$ cat src/hdl/str_pkg.sv
`timescale 1ns / 1ps
// Shared types and constants for the stepper trapezoid ramp generator.
// No dependencies; imported by every module of the block.
package str_pkg;

  localparam logic [1:0] CMD_REL     = 2'd0;
  localparam logic [1:0] CMD_ABS     = 2'd1;
  localparam logic [1:0] CMD_ELAPSED = 2'd2;

  localparam logic [1:0] REG_START  = 2'd0;
  localparam logic [1:0] REG_MIN    = 2'd1;
  localparam logic [1:0] REG_INVERT = 2'd2;

  localparam logic [15:0] IDLE_INTERVAL = 16'hFFFF;

  // Ramp divider: dividend is 2d (33 bits), divisor is 4n+1 or 4n-1 (34 bits).
  localparam int DVD_W     = 33;
  localparam int DVS_W     = 34;
  localparam int DIV_STEPS = DVD_W;

  typedef struct packed {
    logic [15:0] start_interval;
    logic [15:0] min_interval;
    logic        invert_dir;
  } str_cfg_t;

  typedef struct packed {
    logic accept;
    logic div_start;
    logic finish;
    logic load_out;
  } str_cmd_t;

  typedef struct packed {
    logic ramp_req;
    logic div_go;
    logic div_done;
  } str_sts_t;

endpackage

$ cat src/hdl/str_div.sv
`timescale 1ns / 1ps
// Radix-2 restoring divider for the ramp update, one quotient bit per cycle.
// Depends on str_pkg for operand widths.
module str_div (
  input  logic                      clk,
  input  logic                      rst_n,
  input  logic                      start,
  input  logic [str_pkg::DVD_W-1:0] dividend,
  input  logic [str_pkg::DVS_W-1:0] divisor,
  output logic [str_pkg::DVD_W-1:0] quotient,
  output logic                      done
);
  import str_pkg::*;

  localparam int CNT_W = $clog2(DIV_STEPS + 1);

  logic [DVD_W-1:0] quo_r;
  logic [DVS_W-1:0] rem_r;
  logic [DVS_W-1:0] dvs_r;
  logic [CNT_W-1:0] cnt_r;
  logic [DVS_W:0]   trial;
  logic [DVS_W:0]   diff;
  logic             ge;

  always_comb begin
    trial = {rem_r, quo_r[DVD_W-1]};
    diff  = trial - {1'b0, dvs_r};
    ge    = trial >= {1'b0, dvs_r};
  end

  always_ff @(posedge clk) begin
    if (!rst_n) begin
      cnt_r <= '0;
    end else if (start) begin
      cnt_r <= CNT_W'(DIV_STEPS);
    end else if (cnt_r != '0) begin
      cnt_r <= cnt_r - CNT_W'(1);
    end
  end

  always_ff @(posedge clk) begin
    if (start) begin
      quo_r <= dividend;
      rem_r <= '0;
      dvs_r <= divisor;
    end else if (cnt_r != '0) begin
      // shift the next dividend bit in, subtract when it fits
      rem_r <= ge ? diff[DVS_W-1:0] : trial[DVS_W-1:0];
      quo_r <= {quo_r[DVD_W-2:0], ge};
    end
  end

  assign quotient = quo_r;
  assign done     = (cnt_r == '0);

endmodule

$ cat src/hdl/str_dp.sv
`timescale 1ns / 1ps
// Datapath: move state, step counting, ramp arithmetic and result register.
// Depends on str_pkg and str_div; driven by str_ctrl through str_cmd_t.
module str_dp #(
  parameter int FRAC_BITS = 16
) (
  input  logic              clk,
  input  logic              rst_n,
  input  str_pkg::str_cfg_t cfg,
  input  str_pkg::str_cmd_t cmd,
  output str_pkg::str_sts_t sts,
  input  logic [1:0]        in_cmd,
  input  logic [31:0]       in_steps_or_target,
  input  logic              in_stop_on_endstop,
  input  logic              in_endstop_hit,
  output logic              out_step_pulse,
  output logic              out_dir_level,
  output logic [15:0]       out_next_interval,
  output logic              out_busy_res,
  output logic              out_move_done,
  output logic [31:0]       out_position
);
  import str_pkg::*;

  logic [31:0] pos_r, ml_r, st_r, n_r, rup_r, d_r;
  logic        dir_r, moving_r, done_r, es_en_r, pulse_r, accel_r;

  logic [31:0] mv_val, mv_len, st_inc, n_inc;
  logic        mv_neg, mv_pin, mv_go, accel_go, decel_go;
  logic [47:0] start_sh, lim_sh;
  logic [31:0] start_fx, lim_fx, whole;
  logic [15:0] next_iv;

  logic [DVD_W-1:0] quo;
  logic [DVS_W-1:0] divisor;
  logic             div_done;

  logic [31:0] d_sub, d_nxt, rup_nxt;
  logic [33:0] d_sum;

  always_comb begin
    mv_val = (in_cmd == CMD_ABS) ? (in_steps_or_target - pos_r) : in_steps_or_target;
    mv_neg = mv_val[31];
    mv_pin = (in_cmd == CMD_REL && cfg.invert_dir) ? !mv_neg : mv_neg;
    mv_go  = (in_cmd == CMD_REL || in_cmd == CMD_ABS) && (mv_val != '0);
    mv_len = mv_neg ? (32'd0 - mv_val) : mv_val;
    st_inc = st_r + 32'd1;
    n_inc  = n_r + 32'd1;

    start_sh = {32'd0, cfg.start_interval} << FRAC_BITS;
    lim_sh   = {32'd0, cfg.min_interval} << FRAC_BITS;
    start_fx = (|start_sh[47:32]) ? 32'hFFFF_FFFF : start_sh[31:0];
    lim_fx   = (|lim_sh[47:32]) ? 32'hFFFF_FFFF : lim_sh[31:0];

    accel_go = (rup_r == '0);
    decel_go = !accel_go && (st_r >= ml_r - rup_r) && (n_r != '0);
    divisor  = accel_go ? {n_inc, 2'b01} : ({n_r, 2'b00} - DVS_W'(1));

    sts.ramp_req = (in_cmd == CMD_ELAPSED) && moving_r && !(es_en_r && in_endstop_hit);
    sts.div_go   = accel_go || decel_go;
    sts.div_done = div_done;
  end

  // apply the quotient: accelerate clamps to the cruise interval, decelerate saturates
  always_comb begin
    d_sub   = (quo > {1'b0, d_r}) ? 32'd0 : (d_r - quo[31:0]);
    d_sum   = {2'b00, d_r} + {1'b0, quo};
    rup_nxt = rup_r;
    if (accel_r) begin
      d_nxt = d_sub;
      if (d_sub <= lim_fx) begin
        d_nxt   = lim_fx;
        rup_nxt = st_r;
      end
      if (st_r >= (ml_r >> 1)) begin
        rup_nxt = st_r;
      end
    end else begin
      d_nxt = (|d_sum[33:32]) ? 32'hFFFF_FFFF : d_sum[31:0];
    end
  end

  str_div u_div (
    .clk      (clk),
    .rst_n    (rst_n),
    .start    (cmd.div_start),
    .dividend ({d_r, 1'b0}),
    .divisor  (divisor),
    .quotient (quo),
    .done     (div_done)
  );

  always_ff @(posedge clk) begin
    if (!rst_n) begin
      pos_r    <= '0;
      ml_r     <= '0;
      st_r     <= '0;
      n_r      <= '0;
      rup_r    <= '0;
      d_r      <= '0;
      dir_r    <= 1'b0;
      moving_r <= 1'b0;
      done_r   <= 1'b0;
      es_en_r  <= 1'b0;
      pulse_r  <= 1'b0;
      accel_r  <= 1'b0;
    end else begin
      if (cmd.accept) begin
        pulse_r <= 1'b0;
        if (mv_go) begin
          ml_r     <= mv_len;
          dir_r    <= mv_pin;
          d_r      <= start_fx;
          st_r     <= '0;
          n_r      <= '0;
          rup_r    <= '0;
          done_r   <= 1'b0;
          moving_r <= 1'b1;
          es_en_r  <= in_stop_on_endstop;
        end else if (in_cmd == CMD_ELAPSED && moving_r) begin
          if (es_en_r && in_endstop_hit) begin
            // end stop halts the move without a step
            moving_r <= 1'b0;
          end else if (st_r < ml_r) begin
            pulse_r <= 1'b1;
            st_r    <= st_inc;
            pos_r   <= pos_r + (dir_r ? 32'hFFFF_FFFF : 32'd1);
            if (st_inc >= ml_r) begin
              done_r   <= 1'b1;
              moving_r <= 1'b0;
            end
          end
        end
      end
      if (cmd.div_start) begin
        accel_r <= accel_go;
        if (accel_go) begin
          n_r <= n_inc;
        end
      end
      if (cmd.finish) begin
        d_r   <= d_nxt;
        rup_r <= rup_nxt;
        if (!accel_r) begin
          n_r <= n_r - 32'd1;
        end
      end
    end
  end

  always_comb begin
    whole   = d_r >> FRAC_BITS;
    next_iv = (|whole[31:16]) ? IDLE_INTERVAL : whole[15:0];
  end

  always_ff @(posedge clk) begin
    if (cmd.load_out) begin
      out_step_pulse    <= pulse_r;
      out_dir_level     <= dir_r;
      out_next_interval <= moving_r ? next_iv : IDLE_INTERVAL;
      out_busy_res      <= moving_r;
      out_move_done     <= done_r;
      out_position      <= pos_r;
    end
  end

endmodule

$ cat src/hdl/str_ctrl.sv
`timescale 1ns / 1ps
// Controller: sequences request acceptance, ramp division and result hand-off.
// Depends on str_pkg; commands str_dp through str_cmd_t.
module str_ctrl (
  input  logic              clk,
  input  logic              rst_n,
  input  logic              in_valid,
  output logic              in_stall,
  output logic              out_valid,
  input  logic              out_stall,
  input  str_pkg::str_sts_t sts,
  output str_pkg::str_cmd_t cmd
);
  import str_pkg::*;

  typedef enum logic [4:0] {
    S_IDLE = 5'b00001,
    S_RAMP = 5'b00010,
    S_DIV  = 5'b00100,
    S_FIN  = 5'b01000,
    S_EMIT = 5'b10000
  } state_t;

  state_t state_r, state_nxt;
  logic   out_valid_r, out_free;

  assign out_free = !out_valid_r || !out_stall;

  always_comb begin
    state_nxt = state_r;
    cmd       = '0;
    unique case (state_r)
      S_IDLE: begin
        if (in_valid) begin
          cmd.accept = 1'b1;
          state_nxt  = sts.ramp_req ? S_RAMP : S_EMIT;
        end
      end
      S_RAMP: begin
        if (sts.div_go) begin
          cmd.div_start = 1'b1;
          state_nxt     = S_DIV;
        end else begin
          state_nxt = S_EMIT;
        end
      end
      S_DIV: begin
        if (sts.div_done) begin
          state_nxt = S_FIN;
        end
      end
      S_FIN: begin
        cmd.finish = 1'b1;
        state_nxt  = S_EMIT;
      end
      S_EMIT: begin
        // hold the result until the output register frees up
        if (out_free) begin
          cmd.load_out = 1'b1;
          state_nxt    = S_IDLE;
        end
      end
      default: state_nxt = S_IDLE;
    endcase
  end

  always_ff @(posedge clk) begin
    if (!rst_n) begin
      state_r     <= S_IDLE;
      out_valid_r <= 1'b0;
    end else begin
      state_r <= state_nxt;
      if (cmd.load_out) begin
        out_valid_r <= 1'b1;
      end else if (!out_stall) begin
        out_valid_r <= 1'b0;
      end
    end
  end

  assign in_stall  = (state_r != S_IDLE);
  assign out_valid = out_valid_r;

endmodule

$ cat src/hdl/stepper_trapezoid_ramp.sv
`timescale 1ns / 1ps
// Stepper pulse-interval generator with a real-time trapezoidal speed ramp.
// Top level: APB register file, str_ctrl and str_dp. Depends on str_pkg.
//
// Usage: each request on the in_ channel (relative move, absolute move or
// interval-elapsed event) yields exactly one result on the out_ channel,
// in order. A request is taken when in_valid is high and in_stall low; a
// result is taken when out_valid is high and out_stall low.
// Sequence: a move, an ignored command or an event that takes no step goes
// from acceptance to the emit state and the output register; a step event
// first passes the ramp state, and one that runs the acceleration or deceleration
// step also waits for the 33-step divider for 2d/(4n+/-1) and its finish state.
// A new request is taken in the cycle after a result enters the output
// register, even while that result still waits for the receiver.
// When the receiver stalls, the result holds in the output register and
// a following result waits inside the block, which stalls new requests.
// Reset (rst_n low, synchronous) clears position and move state and loads
// start_interval 10, min_interval 10000, invert_dir 1.
// Registers: 0x0 start_interval, 0x4 min_interval, 0x8 invert_dir;
// write them only while the block is idle.
module stepper_trapezoid_ramp #(
  parameter int FRAC_BITS = 16
) (
  input  logic               clk,
  input  logic               rst_n,
  input  logic               in_valid,
  output logic               in_stall,
  input  logic [1:0]         in_cmd,
  input  logic signed [31:0] in_steps_or_target,
  input  logic               in_stop_on_endstop,
  input  logic               in_endstop_hit,
  output logic               out_valid,
  input  logic               out_stall,
  output logic               out_step_pulse,
  output logic               out_dir_level,
  output logic [15:0]        out_next_interval,
  output logic               out_busy_res,
  output logic               out_move_done,
  output logic signed [31:0] out_position,
  input  logic               psel,
  input  logic               penable,
  input  logic               pwrite,
  input  logic [3:0]         paddr,
  input  logic [31:0]        pwdata,
  output logic [31:0]        prdata,
  output logic               pready
);
  import str_pkg::*;

  str_cfg_t    cfg_r;
  str_cmd_t    cmd;
  str_sts_t    sts;
  logic        wr_en;
  logic [31:0] pos;

  assign pready = 1'b1;
  assign wr_en  = psel && penable && pwrite;

  always_ff @(posedge clk) begin
    if (!rst_n) begin
      cfg_r.start_interval <= 16'd10;
      cfg_r.min_interval   <= 16'd10000;
      cfg_r.invert_dir     <= 1'b1;
    end else if (wr_en) begin
      unique case (paddr[3:2])
        REG_START:  cfg_r.start_interval <= pwdata[15:0];
        REG_MIN:    cfg_r.min_interval   <= pwdata[15:0];
        REG_INVERT: cfg_r.invert_dir     <= pwdata[0];
        default: ;
      endcase
    end
  end

  always_comb begin
    unique case (paddr[3:2])
      REG_START:  prdata = {16'd0, cfg_r.start_interval};
      REG_MIN:    prdata = {16'd0, cfg_r.min_interval};
      REG_INVERT: prdata = {31'd0, cfg_r.invert_dir};
      default:    prdata = '0;
    endcase
  end

  str_ctrl u_ctrl (
    .clk       (clk),
    .rst_n     (rst_n),
    .in_valid  (in_valid),
    .in_stall  (in_stall),
    .out_valid (out_valid),
    .out_stall (out_stall),
    .sts       (sts),
    .cmd       (cmd)
  );

  str_dp #(
    .FRAC_BITS (FRAC_BITS)
  ) u_dp (
    .clk                (clk),
    .rst_n              (rst_n),
    .cfg                (cfg_r),
    .cmd                (cmd),
    .sts                (sts),
    .in_cmd             (in_cmd),
    .in_steps_or_target (in_steps_or_target),
    .in_stop_on_endstop (in_stop_on_endstop),
    .in_endstop_hit     (in_endstop_hit),
    .out_step_pulse     (out_step_pulse),
    .out_dir_level      (out_dir_level),
    .out_next_interval  (out_next_interval),
    .out_busy_res       (out_busy_res),
    .out_move_done      (out_move_done),
    .out_position       (pos)
  );

  assign out_position = pos;

endmodule

$ cat config.mk
export PLATFORM = sky130hd
export DESIGN_NAME = stepper_trapezoid_ramp
export DESIGN_NICKNAME = d
export VERILOG_FILES = /design/src/hdl/str_pkg.sv /design/src/hdl/str_div.sv /design/src/hdl/str_dp.sv /design/src/hdl/str_ctrl.sv /design/src/hdl/stepper_trapezoid_ramp.sv
export SDC_FILE = /design/constraint.sdc
export NUM_CORES = 2
export LEC_CHECK = 0
export ABC_AREA = 1
export BUFFER_PORTS_ARGS = -buffer_cell sky130_fd_sc_hd__buf_2
export CORE_ASPECT_RATIO = 1.2
export CORE_MARGIN = 1.5
export CORE_UTILIZATION = 45
export DETAILED_ROUTE_END_ITERATION = 8
export HOLD_SLACK_MARGIN = 0.02
export PLACE_DENSITY_LB_ADDON = 0.08
export SYNTH_ARGS = -nofsm -noshare
export SYNTH_HDL_FRONTEND = slang
export SYNTH_SLANG_ARGS = --single-unit
$ cat constraint.sdc
create_clock -name clk -period 10 [get_ports clk]
set_input_delay 1.5 -clock clk [delete_from_list [all_inputs] [get_ports clk]]
set_output_delay 1.5 -clock clk [all_outputs]
set_load 0.01 [all_outputs]
==> Yosys cells after proc, flatten, opt, wreduce, memory -nomap -nowiden <==
Cells that the tools add are included.
Widths: inputs -> output; s select.
{ "word_totals": {"reg_bits": 396, "out_inout_bits": 87, "word_cells": 177} }
{ "classes": {"add_sub_neg": 12, "order_cmp": 7, "n_eq_ne": 17, "mux": 63, "n_bitwise": 3, "n_reduce_logical": 45} }
{ "ops": {"columns": ["op", "n"], "rows": [
  ["$mux 32", 26],
  ["$sub 32x32->32", 3],
  ["$mux 34", 2],
  ["$mux 33", 2],
  ["$add 32x1->32 const B", 2],
  ["$ge 32x32->1", 2],
  ["$reduce_bool 32->1", 2],
  ["$pmux 16 s3", 1],
  ["$ge 35x34->1", 1],
  ["$add 32x33->34", 1],
  ["$sub 34x1->34 const B", 1],
  ["$sub 34x34->34", 1],
  ["$gt 33x32->1", 1],
  ["$add 32x32->32", 1],
  ["$ge 32x31->1", 1],
  ["$le 32x32->1", 1],
  ["$logic_not 32->1", 1],
  ["$lt 32x32->1", 1],
  ["$sub 1x32->32 const A", 1],
  ["$sub 32x1->32 const B", 1],
  ["$mux 5", 5],
  ["$pmux 5 s5", 1],
  ["$mux 1", 24],
  ["$mux 6", 2],
  ["26 further kinds", 63]
]} }

==> Longest topological paths before layout <==
{ "depth": {"ltp_word": 10, "mapped_depth": 35, "depth_no_buf": 31} }

==> Modules after synthesis <==
From an unflattened synthesis, not the netlist that was laid out.
{ "hier_totals": {"cells_unflattened": 5741, "hier_area_um2": 36751.5} }
{ "by_module_without_submodules": {"columns": ["mod", "n_inst", "cells_per_inst", "area_per_inst_um2", "seq_area_each_um2"], "rows": [
  ["str_dp", 1, 4413, 27552.7, 5525.3],
  ["str_div", 1, 1036, 7155.6, 2812.7],
  ["stepper_trapezoid_ramp", 1, 241, 1681.6, 660.6],
  ["str_ctrl", 1, 51, 361.6, 120.1]
]} }

==> Worst setup path after synthesis <==
Ideal clock, no wire load.
{ "synth_timing": {"path_type": "flip-flop to flip-flop", "startpoint": "register u_dp.rup_r[2]", "endpoint": "register u_dp.u_div.quo_r[10] (netlist: u_dp.u_div.quotient[10]), enable pin", "t_arrival_ns": 4.556, "required_time_ns": 9.522, "path_slack_ns": 4.966, "path_stages_with_launch": 27, "period_less_slack_ns": 5.034, "cell_sequence": "dfxtp_1 inv_1 ha_1 a21oi_1 nand2_1 a21oi_1 o21ai_0 a21boi_1 o21ai_0 a21boi_1 o21bai_1 a21boi_1 o21ai_0 xor2_1 ha_1 nand2_1 nor2_1 nand2_1 o211ai_1 a21oi_1 nand3_1 nand2_1 nand2_1 nand2_1 clkbuf_1 clkbuf_1 nand2_1"} }
{ "synth_via": {"elab_chain_len": 8, "elab_cells_between_ends": 10} }
{ "synth_rtl": {"columns": ["item", "line_no", "text"], "rows": [
  ["start, declared", "str_dp.sv:25", "logic [31:0] pos_r, ml_r, st_r, n_r, rup_r, d_r;"],
  ["start signal, assigned", "str_dp.sv:143", "rup_r <= rup_nxt;"],
  ["$sub 32x32->32 / $logic_not 32->1 (equally long branches)", "str_dp.sv:56, str_dp.sv:55", null],
  ["$ge 32x32->1 / $logic_not 1->1 (equally long branches)", "str_dp.sv:56", "decel_go = !accel_go && (st_r >= ml_r - rup_r) && (n_r != '0);"],
  ["$logic_and 1x1->1 (2 in a row)", "str_dp.sv:56", null],
  ["$logic_or 1x1->1 *", "str_dp.sv:60", "sts.div_go = accel_go || decel_go;"],
  ["$mux 1 *", "str_ctrl.sv:40", "if (sts.div_go) begin"],
  ["$mux 1 *", "str_ctrl.sv:32", "unique case (state_r)"],
  ["$reduce_bool 2->1 (no line) *", null, null],
  ["end signal, assigned", "str_div.sv:43", "quo_r <= dividend;"],
  ["end signal, assigned", "str_div.sv:49", "quo_r <= {quo_r[DVD_W-2:0], ge};"],
  ["end, declared", "str_div.sv:17", "logic [DVD_W-1:0] quo_r;"]
]} }
Every way passes the cells marked *; elsewhere a longest branch is shown, timed or not.
A chain may end at the register's enable or synchronous reset.

==> Final worst setup path <==
{ "layout_timing": {"startpoint": "register u_dp.u_div.quo_r[16] (netlist: u_dp.u_div.quotient[16])", "endpoint": "register u_dp.d_r[14]"} }
{ "layout_via": {"elab_chain_len": 6, "elab_cells_between_ends": 10} }
{ "layout_rtl": {"columns": ["item", "line_no", "text"], "rows": [
  ["$sub 32x32->32 / $gt 33x32->1 (equally long branches)", "str_dp.sv:66", "d_sub = (quo > {1'b0, d_r}) ? 32'd0 : (d_r - quo[31:0]);"],
  ["$mux 32", "str_dp.sv:66", null],
  ["$le 32x32->1", "str_dp.sv:71", "if (d_sub <= lim_fx) begin"],
  ["$mux 32", "str_dp.sv:71", null],
  ["$mux 32 *", "str_dp.sv:69", "if (accel_r) begin"],
  ["$mux 32 *", "str_dp.sv:141", "if (cmd.finish) begin"],
  ["end signal, assigned", "str_dp.sv:113", "d_r <= start_fx;"],
  ["end signal, assigned", "str_dp.sv:142", "d_r <= d_nxt;"],
  ["end, declared", "str_dp.sv:25", null]
]} }
Marked as above.

==> summary.md <==
| Metric | Value |
|---|---|
| Worst-path maximum fanout | 33 |
| Setup bufs post-CTS | 0 |
| Largest family of logic cells by synthesized area | simple AND/OR/NAND/NOR gates |
| Antenna violations before repair | 4 |
| Simple-Gate Fraction of Synth Area | 0.278 |
| PwrDens | 193 mW/mm^2 |
| Final global-route overflow total | 0 |
| Largest net degree at the start of global routing | 104 |
| Critical Path Stages | 28 |
| Starting DRT DRC Count | 2252 |
| Synth unique cells | 64 |
| Core Area | 0.0789 mm^2 |
| First drt pass iteration count | 8 |
| DRC | 0 |
| Crit. End Element | flop |
| Most frequent CP cell | nand2_1 |
| FF-to-FF setup slack | 3.45 ns |
| PortBufs | 130 |
| R2r worst-path depth | 28 |
| CTS tree | done |
| Commonest non-fill, non-tap cell in the layout | nand2_1 |
| Vias in the first global route | 33100 |
| Crit path largest cell delay | 0.93 ns |
| Final Setup Violations | 0 |
| Row count | 113 |
| FF-to-FF End | u_dp.d_r[14] |
| Via count | 34700 |
| Tcrit/Tclk final | 0.655 |
| Endpoints failing hold | 0 |
| Final Max Tran Viols | 0 |
| Global-route wire length before repair | 178000 um |
| Per-cell routed wire length | 17.4 um |
| Critical path required time | 10.45 ns |
| Final #Nets | 5920 |
| Final Util | 0.489 |
| RSZ-0062 raised after global routing | no |
| Most frequent cells in the layout | nand2_1, inv_1, a21oi_1, nor2_1, ha_1 |
| Worst hold slack | 0.441 ns |
| Outcome | finished clean |
| Crit path max-delay family | simple AND/OR/NAND/NOR gates |
| H-tree depth | 2 |
| Post-CTS sizing | 0 |
| Post-synthesis mux area share | 0 |
| Max_slew headroom | 0.225 |
| Post-Syn Area | 0.0358 mm^2 |
| Hold buffers post-CTS | 0 |
| Worst path slowest cell | nand2_1 |
| Seq. cell area | 0.00908 mm^2 |
| Drt total wl | 114000 um |
| GP Congestion | 0.985 |
| Worst vdd ir | 185 uV |
| Sequential area share after synthesis | 0.254 |
| Seq cells post-synth | 395 |
| Post-synth EDFFs | 117 |
| Initial core utilization | 0.453 |
| Detail Route Antenna Nets | 0 |
| Primary FF master, synth | dfxtp_1 |
| Max Clk Rate | 153 MHz |
| Critical Path Source | u_dp.u_div.quotient[16] |
| Worst Skew | 0.0237 ns |
| WHS Path Cells | 0 |
| Worst Hold Path EP | u_dp.out_move_done |
| # IOs | 166 |
| Multi-input logic area | 0.0227 mm^2 |
| FILL cells | 8319 |
| Synth Area in Adders | 0.133 |
| Async set-reset flop share out of synthesis | 0 |
| CP bufs+invs | 6 |
| Final setup TNS | 0 ns |
| Clock Tree Root | clkbuf_16 |
| Chip width | 260 um |
| Critical path class | flop to flop |
| Synth Area in Compound Gates | 0.172 |
| Max clock buf depth | 3 |
| All-Layer GR Usage | 0.276 |
| CTS clk-pin slew, worst paths | 0.06 ns |
| Max-cap violations | 0 |
| Die Area | 0.0812 mm^2 |
| Share of layout cells above drive strength 1 | 0.0700 |
| Worst slew pin tran | 1.16 ns |
| RR Startpoint | u_dp.u_div.quotient[16] |
| Gate Count Post-Synth | 5445 |
| Hpwl dp | 88500 um |
| CTS Sinks | 395 |
| Startpoint types | flop |
| CTS buffer count | 47 |
| Layout area overhead | 7.96% |
| Worst min path class | flop to flop |
| Leak pwr | 18.3 nW |
| Die Y | 312 um |
| Skew-Pair Late Insertion Delay | 0.62 ns |
| Minimum clock period | 6.55 ns |
| Hold_sp | u_dp.done_r |
| XOR/XNOR Fraction of Synth Area | 0.0490 |
| Synth warn | 0 |
| Mean Syn Cell Area | 6.57 um^2 |
| WP data arrival | 7.00 ns |
| Vias/cell | 5.31 |
sequential cells by signal (all words and copies together), names as in the netlist, 5 cells and up:
name / count
u_dp.u_div.quotient: 33
u_dp.u_div.dvs_r: 33
u_dp.n_r: 32
u_ctrl.state_r: 5
u_dp.pos_r: 32
u_dp.u_div.rem_r: 34
u_dp.out_next_interval: 16
u_dp.u_div.cnt_r: 6
u_dp.rup_r: 32
u_dp.out_position: 32
u_dp.st_r: 32
u_dp.d_r: 32
cfg_r: 33
u_dp.ml_r: 32
cell families after synthesis:
family / count (synthesis)
AOI/OAI and AO/OA: 1128
buffers and inverters: 1013
and+or+nand+nor: 2330
DFF: 395
xor gates and xnor gates: 200
other: 2
adders and majority gates: 377
worst max path at each step:
stage / end / slack, ns
floorplan: u_dp.u_div.quotient[10] / 4.97
global placement: u_dp.d_r[12] / 3.57
detailed placement: u_dp.d_r[14] / 3.55
CTS: u_dp.d_r[14] / 3.54
global route: u_dp.d_r[12] / 3.02
finish: u_dp.d_r[14] / 3.45
power breakdown:
| group | switching, mW | internal (mW) |
|---|---|---|
| combinational | 2.35 | 1.18 |
| sequential | 0.190 | 1.92 |
| clock | 0.754 | 1.04 |
| total | 3.29 | 4.14 |
per-layer routing:
metal  GRT usage  wire (um)
met3      0.0291       4690
met5           0          0
met1       0.341      49300
met2       0.484      55300
met4       0.110       4550
synth_stat cells, types with 41 or more instances:
cell / number / area share
inv_1: 784 / 0.082
nor3_1: 60 / 0.0084
dfxtp_1: 278 / 0.16
nand2_1: 1257 / 0.13
nand4_1: 73 / 0.013
nor2_1: 466 / 0.049
clkbuf_1: 119 / 0.012
nand3_1: 305 / 0.043
o21ai_0: 364 / 0.051
xnor2_1: 48 / 0.012
a21oi_1: 544 / 0.076
ha_1: 371 / 0.13
xor2_1: 152 / 0.037
buf_2: 41 / 0.0057
edfxtp_1: 117 / 0.098
nor2_2: 42 / 0.0073
per-stage QoR:
stage                     area (um^2)  cells  setup slack [ns]  power [mW]
after floorplan                 35800   5460              4.97        4.74
after global placement          37000   6450              3.57        5.62
after detailed placement        37000   6450              3.55        5.64
after CTS                       38600   6537              3.54        7.47
after global routing            38600   6540              3.02        8.03
final                           38600   6542              3.45        7.43
area by class of cell:
type	instances	area share
Sequential cell	395	0.235
Timing Repair Buffer	156	0.0220
Clock buffer	65	0.0343
Tap cell	1035	0.0335
Antenna cell	5	0.000324
Multi-Input combinational cell	4052	0.589
Inverter	812	0.0793
Clock inverter	22	0.00655
No activity file was read; power rests on OpenSTA's default activity.
